==> config.mk <==
export PLATFORM = sky130hd
export DESIGN_NAME = bcfs_ctrl
export DESIGN_NICKNAME = d
export VERILOG_FILES = /design/src/design/bcfs_pkg.sv /design/src/design/bcfs_ctrl.sv
export SDC_FILE = /design/constraint.sdc
export NUM_CORES = 1
export LEC_CHECK = 0
export ABC_AREA = 1
export ABC_CLOCK_PERIOD_IN_PS = 3600
export BUFFER_PORTS_ARGS = -buffer_cell sky130_fd_sc_hd__buf_4
export CORE_MARGIN = 8
export CORE_UTILIZATION = 40
export DETAILED_ROUTE_END_ITERATION = 12
export PLACE_DENSITY = 0.61
export SETUP_SLACK_MARGIN = 0.15
export SLEW_MARGIN = 20
export SYNTH_ARGS = -nofsm -noshare
export SYNTH_HDL_FRONTEND = slang
export SYNTH_SLANG_ARGS = --single-unit
export TNS_END_PERCENT = 5
==> constraint.sdc <==
create_clock -name clk -period 3.6 [get_ports clk]
set_clock_uncertainty 0.15 [all_clocks]
set_input_delay 0.36 -clock clk [delete_from_list [all_inputs] [get_ports clk]]
set_output_delay 0.36 -clock clk [all_outputs]
set_load 0.01 [all_outputs]
==> src/design/bcfs_pkg.sv <==
// Bunch charge feedback package: widths, status codes, shared types.
// No dependencies.
`default_nettype none
package bcfs_pkg;
	localparam int AVG_WINDOW_DEF     = 10;
	localparam int GOOD_TARGET_DEF    = 10;
	localparam int SKIP_LIMIT_DEF     = 5;
	localparam int MISMATCH_LIMIT_DEF = 10;

	localparam logic [31:0] CHARGE_PER_E = 32'd11543627;
	localparam logic [7:0]  POS_LOW      = 8'd10;
	localparam logic [7:0]  POS_HIGH     = 8'd18;

	typedef enum logic [3:0] {
		ST_AVERAGING = 4'd0, ST_ACTED = 4'd1, ST_MOVING = 4'd2, ST_LOW = 4'd3,
		ST_MISMATCH = 4'd4, ST_MISMATCH_LIMIT = 4'd5, ST_SKIP = 4'd6,
		ST_LASER_FAULT = 4'd7, ST_CAMERA_FAULT = 4'd8, ST_BOTH_FAULT = 4'd9,
		ST_RANGE = 4'd10
	} status_t;

	typedef enum logic [2:0] {
		REG_TMIT_LOW = 3'd0, REG_SETPOINT = 3'd1, REG_GAIN = 3'd2, REG_MODE = 3'd3,
		REG_ACT_MIN = 3'd4, REG_ACT_MAX = 3'd5, REG_ACT_INIT = 3'd6
	} reg_idx_t;

	// Datapath operations.
	typedef enum logic [3:0] {
		OP_NONE, OP_FRONT, OP_DIV, OP_CHARGE, OP_ERR, OP_CORR, OP_CLAMP,
		OP_FACT, OP_MUL, OP_FINISH
	} op_t;

	typedef struct packed {
		op_t op;
	} dp_cmd_t;

	typedef struct packed {
		logic act;     // front step wants to compute an actuator value
		logic div_busy;
		logic corr_big;
	} dp_sts_t;

	typedef struct packed {
		logic [3:0]  step_status;
		logic [31:0] actuator_value;
		logic [31:0] charge_state;
		logic        actuator_written;
	} result_t;

	typedef struct packed {
		logic        laser_done;
		logic        camera_done;
		logic [7:0]  laser_position;
		logic [7:0]  camera_position;
		logic        pulse_match;
		logic [35:0] electron_count;
		logic        recheck_laser_done;
		logic        recheck_camera_done;
		logic [7:0]  recheck_laser_position;
		logic [7:0]  recheck_camera_position;
	} item_t;

	function automatic logic settled(logic ld, logic cd, logic [7:0] lp, logic [7:0] cp);
		settled = ld && cd && lp >= POS_LOW && lp <= POS_HIGH &&
			cp >= POS_LOW && cp <= POS_HIGH;
	endfunction
endpackage
`default_nettype wire

==> src/design/bcfs_ctrl.sv <==
// Controller for the feedback step: sequences datapath operations.
// Depends on bcfs_pkg.
`default_nettype none
module bcfs_ctrl (
	input  wire logic               clk,
	input  wire logic               arst_n,
	input  wire logic               in_valid,
	output logic                    in_ready,
	output logic                    out_valid,
	input  wire logic               out_ready,
	output bcfs_pkg::dp_cmd_t       cmd,
	input  wire bcfs_pkg::dp_sts_t  sts
);
	import bcfs_pkg::*;

	typedef enum logic [9:0] {
		S_IDLE = 10'b0000000001, S_DIV = 10'b0000000010, S_CHG = 10'b0000000100,
		S_ERR = 10'b0000001000, S_CORR = 10'b0000010000, S_CLMP = 10'b0000100000,
		S_FACT = 10'b0001000000, S_MUL = 10'b0010000000, S_FIN = 10'b0100000000,
		S_OUT = 10'b1000000000
	} state_t;

	state_t state_q, state_d;

	assign in_ready  = (state_q == S_IDLE);
	assign out_valid = (state_q == S_OUT);

	// Next state and command.
	always_comb begin
		state_d = state_q;
		cmd.op  = OP_NONE;
		unique case (state_q)
			S_IDLE: begin
				if (in_valid) begin
					cmd.op  = OP_FRONT;
					state_d = sts.act ? S_DIV : S_OUT;
				end
			end
			S_DIV: begin
				cmd.op = OP_DIV;
				if (!sts.div_busy) state_d = S_CHG;
			end
			S_CHG:  begin cmd.op = OP_CHARGE; state_d = S_ERR; end
			S_ERR:  begin cmd.op = OP_ERR; state_d = S_CORR; end
			S_CORR: begin
				cmd.op = OP_CORR;
				state_d = S_CLMP;
			end
			S_CLMP: begin cmd.op = OP_CLAMP; state_d = S_FACT; end
			S_FACT: begin cmd.op = OP_FACT; state_d = S_MUL; end
			S_MUL:  begin cmd.op = OP_MUL; state_d = S_FIN; end
			S_FIN:  begin cmd.op = OP_FINISH; state_d = S_OUT; end
			S_OUT:  begin
				if (out_ready) state_d = S_IDLE;
			end
			default: state_d = S_IDLE;
		endcase
	end

	always_ff @(posedge clk or negedge arst_n) begin
		if (!arst_n) state_q <= S_IDLE;
		else state_q <= state_d;
	end
endmodule
`default_nettype wire

# After elaboration in Yosys (flattened, before gate mapping)
# Index checks and enable logic that the tools add are counted.
[op_classes] reduce_logical=1 n_mux=7 eq_ne=13
[op_table] cell="$pmux W10 S10" count=1
[op_table] cell="$mux W10" count=4
[op_table] cell="$pmux W4 S9" count=1
[op_table] cell="$eq A10 B1 Y1 const B" count=1
[op_table] cell="$eq A10 B10 Y1 const B" count=1
[op_table] cell="$eq A10 B2 Y1 const B" count=1
[op_table] cell="$eq A10 B3 Y1 const B" count=1
[op_table] cell="$eq A10 B4 Y1 const B" count=1
[op_table] cell="$eq A10 B5 Y1 const B" count=1
[op_table] cell="$eq A10 B6 Y1 const B" count=1
[op_table] cell="$eq A10 B7 Y1 const B" count=1
[op_table] cell="$eq A10 B8 Y1 const B" count=1
[op_table] cell="$eq A10 B9 Y1 const B" count=1
[op_table] cell="$ne A2 B2 Y1 const B" count=2
[op_table] cell="$reduce_and A3 Y1" count=1
[op_table] cell="$ne A2 B1 Y1 const B" count=1
[op_table] cell="$mux W1" count=1
[totals] input_bits=7 ff_bits=10

# Depth between registers and ports, before layout
[logic_depth] ltp_word=3 ltp_mapped=8 mapped_depth_nobuf=8

# Worst setup path before layout
# OpenSTA, ideal clock, no wires.
[synth_timing] path_type="register to output" from="register state_q[0]" to="output port cmd[0] in the netlist's numbering" t_required_ns=3.090 stages_incl_launch_ff=5 t_arrival_ns=1.101 setup_slack_ns=1.989 cell_sequence="dfstp_2 > inv_1 > nor2_1 > nand2_2 > o2111ai_1"
[synth_rtl] item="start, declared" line="bcfs_ctrl.sv:23" rtl="state_t state_q, state_d;"
[synth_rtl] item="start signal, assigned" line="bcfs_ctrl.sv:62" rtl="else state_q <= state_d;"
[synth_rtl] item="end, declared" line="bcfs_ctrl.sv:11" rtl="output bcfs_pkg::dp_cmd_t cmd,"

==> flow_summary_export.csv <==
group,metric,value,unit
placed_design,dpl.hpwl,1.11,mm
logic_synthesis,ys_ff_latch,10,
power,peakVddDrop,280,µV
timing,timing.hold.ws,115,ps
global_route,grt_pass1_vias,536,
cells_and_area,regMostFlops,"state_q",
cells_and_area,largest_reg_flops,10,
outcome,outcome,"completed",
logic_synthesis,ys_types,19,
cells_and_area,reg_top3,"state_q: 10 flops",
logic_synthesis,syn_avg_cell_area,7.56,µm²
floorplanning,io_pins,13,
floorplanning,core_area,0.00167,mm²
timing,rsz0062_at_grt,"false",
logic_synthesis,synthArstFlopShare,100,%
cts,cts_tree,"built",
timing,hold_violations,0,
cells_and_area,drive_gt1_share,35.5,%
cts,ctsLongestPathBuffers,2,
cells_and_area,finalNetCount,115,
routing,wl,1.32,mm
routing,drt.antenna.violating_nets,0,
worst_setup_path,timing.critical_path.slowest_cell_delay,560,ps
logic_synthesis,synth_area_leaders,"dfrtp_1 33%, inv_1 12%, nand2_1 8.2%, nor2_4 6.5%, nor2_1 6.0%",
logic_synthesis,post-synth-top-count-cell,"inv_1",
cts,cts_buffers,3,
cells_and_area,antennaDiodeCount,0,
routing,firstDrtPassIters,4,
worst_setup_path,cp.arrival,1570,ps
timing,period_minus_slack,2080,ps
job,max_cap_viol_count,0,
timing,worst_slew_pin_slew,241,ps
logic_synthesis,synth_top_area_cell,"dfrtp_1",
cts,ctsResizeCount,0,
cts,post_cts_buffers,0,
routing,drtIter0Drc,14,
worst_setup_path,crit_type,"flop to primary output",
routing,vias_per_cell,4.46,
worst_setup_path,crit_chain,"nor2_4 > nand2_4 > inv_1 > nand3_2 > inv_1 > nor2_1 > o2111ai_1 > buf_4",
logic_synthesis,syn_nets,98,
floorplanning,row_count,15,
logic_synthesis,synth-edff-count,0,
logic_synthesis,synth_common_cells,"22 x inv_1, 15 x nand2_1, 11 x nor2_1, 9 x dfrtp_1, 6 x nor2_2",
cts,clockRootBuffer,"clkbuf_4",
routing,drc,0,
cts,cts.sinks,10,
timing,finalMaxSlewViolations,0,
cts,cts_max_level,1,
worst_setup_path,worst_path_most_repeated_cell,"inv_1",
global_route,grt_pass1_wl,2.22,mm
cells_and_area,syn2layout_area_growth,20.4,%
placed_design,port_buffers,11,
logic_synthesis,postSynthCellCount,91,
timing,tns,0,ps
placed_design,post_dp_cell_area,792,µm²
worst_setup_path,setup.worst_path.start_class,"flop",
logic_synthesis,syn_area,688,µm²
global_route,track_usage,8.84,%
cells_and_area,post-route-util,49.6,%
placed_design,routabilityCongestion,0.789,
cts,clk_latency,260,ps
global_route,grt_overflow,0,
logic_synthesis,ys.flop_type,"dfrtp_1",
floorplanning,die_area,0.00330,mm²
timing,maxSlewHeadroom,83.8,%
logic_synthesis,synth_top_cell_area_share,32.7,%
power,p_per_area,566,mW/mm²
cts,cts-hold-fix-buffers,1,
cts,clk_pin_slew,70,ps
routing,wire_per_inst,10.6,µm
global_route,grt_start_max_net_pins,11,
timing,max_freq,480,MHz
routing,via_count,553,
floorplanning,fp.dieW,57.5,µm
global_route,antenna_found_initial,0,
worst_setup_path,cpMaxStageDelayCell,"dfstp_2",
worst_setup_path,crit_fanout,6,
timing,period_share,57.8,%
worst_setup_path,required,3090,ps
cells_and_area,final_cell_area,828,µm²
floorplanning,fp.dieH,57.5,µm
logic_synthesis,yosysWarnings,0,
worst_setup_path,cp-end-kind,"primary output",
hold_path,hp-class,"input pin to flop",
timing,setup_viol,0,
logic_synthesis,seq_area_frac_synth,36.5,%
floorplanning,start_util,41.2,%
power,p_leak,0.486,nW
==> routing by layer <==
layer  vias to the layer above  track usage, %  part of all wire, %
li1                        301               -                    -
met1                       237            10.8                   48
met2                        10            12.7                   46
met3                         5            2.69                  3.5
met4                         0            6.43                  2.4
met5                         -               0                    0
==> power by group <==
| part | switching, W | total, W | internal (W) |
|---|---|---|---|
| Sequential | 0.0000171 | 0.000149 | 0.000132 |
| Clock | 0.0000398 | 0.0000827 | 0.0000429 |
| Combinational | 0.000140 | 0.000236 | 0.0000969 |
| Total | 0.000197 | 0.000468 | 0.000272 |
==> cells in the final DEF, fill, tap and decap left out <==
master | synthesis | layout
nor3_2 | 2 | 2
dlygate4sd3_1 | 0 | 1
nor2_4 | 4 | 4
inv_2 | 1 | 1
nor2_1 | 11 | 11
nand4_1 | 1 | 1
nand2_2 | 5 | 5
o2111ai_1 | 1 | 1
nand2_4 | 2 | 2
clkbuf_1 | 0 | 1
clkbuf_4 | 0 | 3
nor4_1 | 1 | 1
dfstp_2 | 1 | 1
nor2_8 | 1 | 1
nand3_1 | 4 | 4
buf_4 | 0 | 11
nand2_1 | 15 | 15
dfrtp_1 | 9 | 9
o21ai_1 | 2 | 2
inv_1 | 22 | 22
nor3_1 | 1 | 1
nor2_2 | 6 | 6
nand3_2 | 2 | 2
==> final timing paths <==
kind	start	endpoint	slack, ps	depth (start not counted)
setup / recovery	state_q[0]	cmd[0]	1520	8
hold / removal	sts[1]	state_q[2]	120	2
setup reg to reg	state_q[0]	state_q[0]	2140	8
hold reg to reg	state_q[4]	state_q[5]	440	2
max in group asynchronous	arst_n	state_q[0]	2780	2
min in group asynchronous	arst_n	state_q[6]	300	2
==> area by class of cell <==
class                   count  area, µm²
multi-input cells          58        350
repair buffers             12       92.6
clock buffers               4       26.3
inverters                  23       86.3
flip-flops and latches     10        251
well taps                  17       21.3
fillers                   167        842
==> critical path, delay by kind of cell (launching register included) <==
family	cells	cell delay [ps]
AOI/OAI and AO/OA	1	110
buffers and inverters	3	280
DFF	1	560
and+or+nand+nor	4	340
==> metrics by stage <==
step	power (W)	setup WS, ps	std cells
floorplan	0.000328	1990	91
global placement	0.000390	1790	119
detailed placement	0.000391	1790	119
CTS	0.000477	1480	124
global route	0.000509	1410	124
finish	0.000468	1520	124
==> logic make-up after synthesis <==
group	count (synthesis)	synth area share, %
compound gates	3	2.73
buf+inv	23	12.5
flops	10	36.5
simple gates	55	48.2
Note: power is estimated with default switching activity, not from simulation.
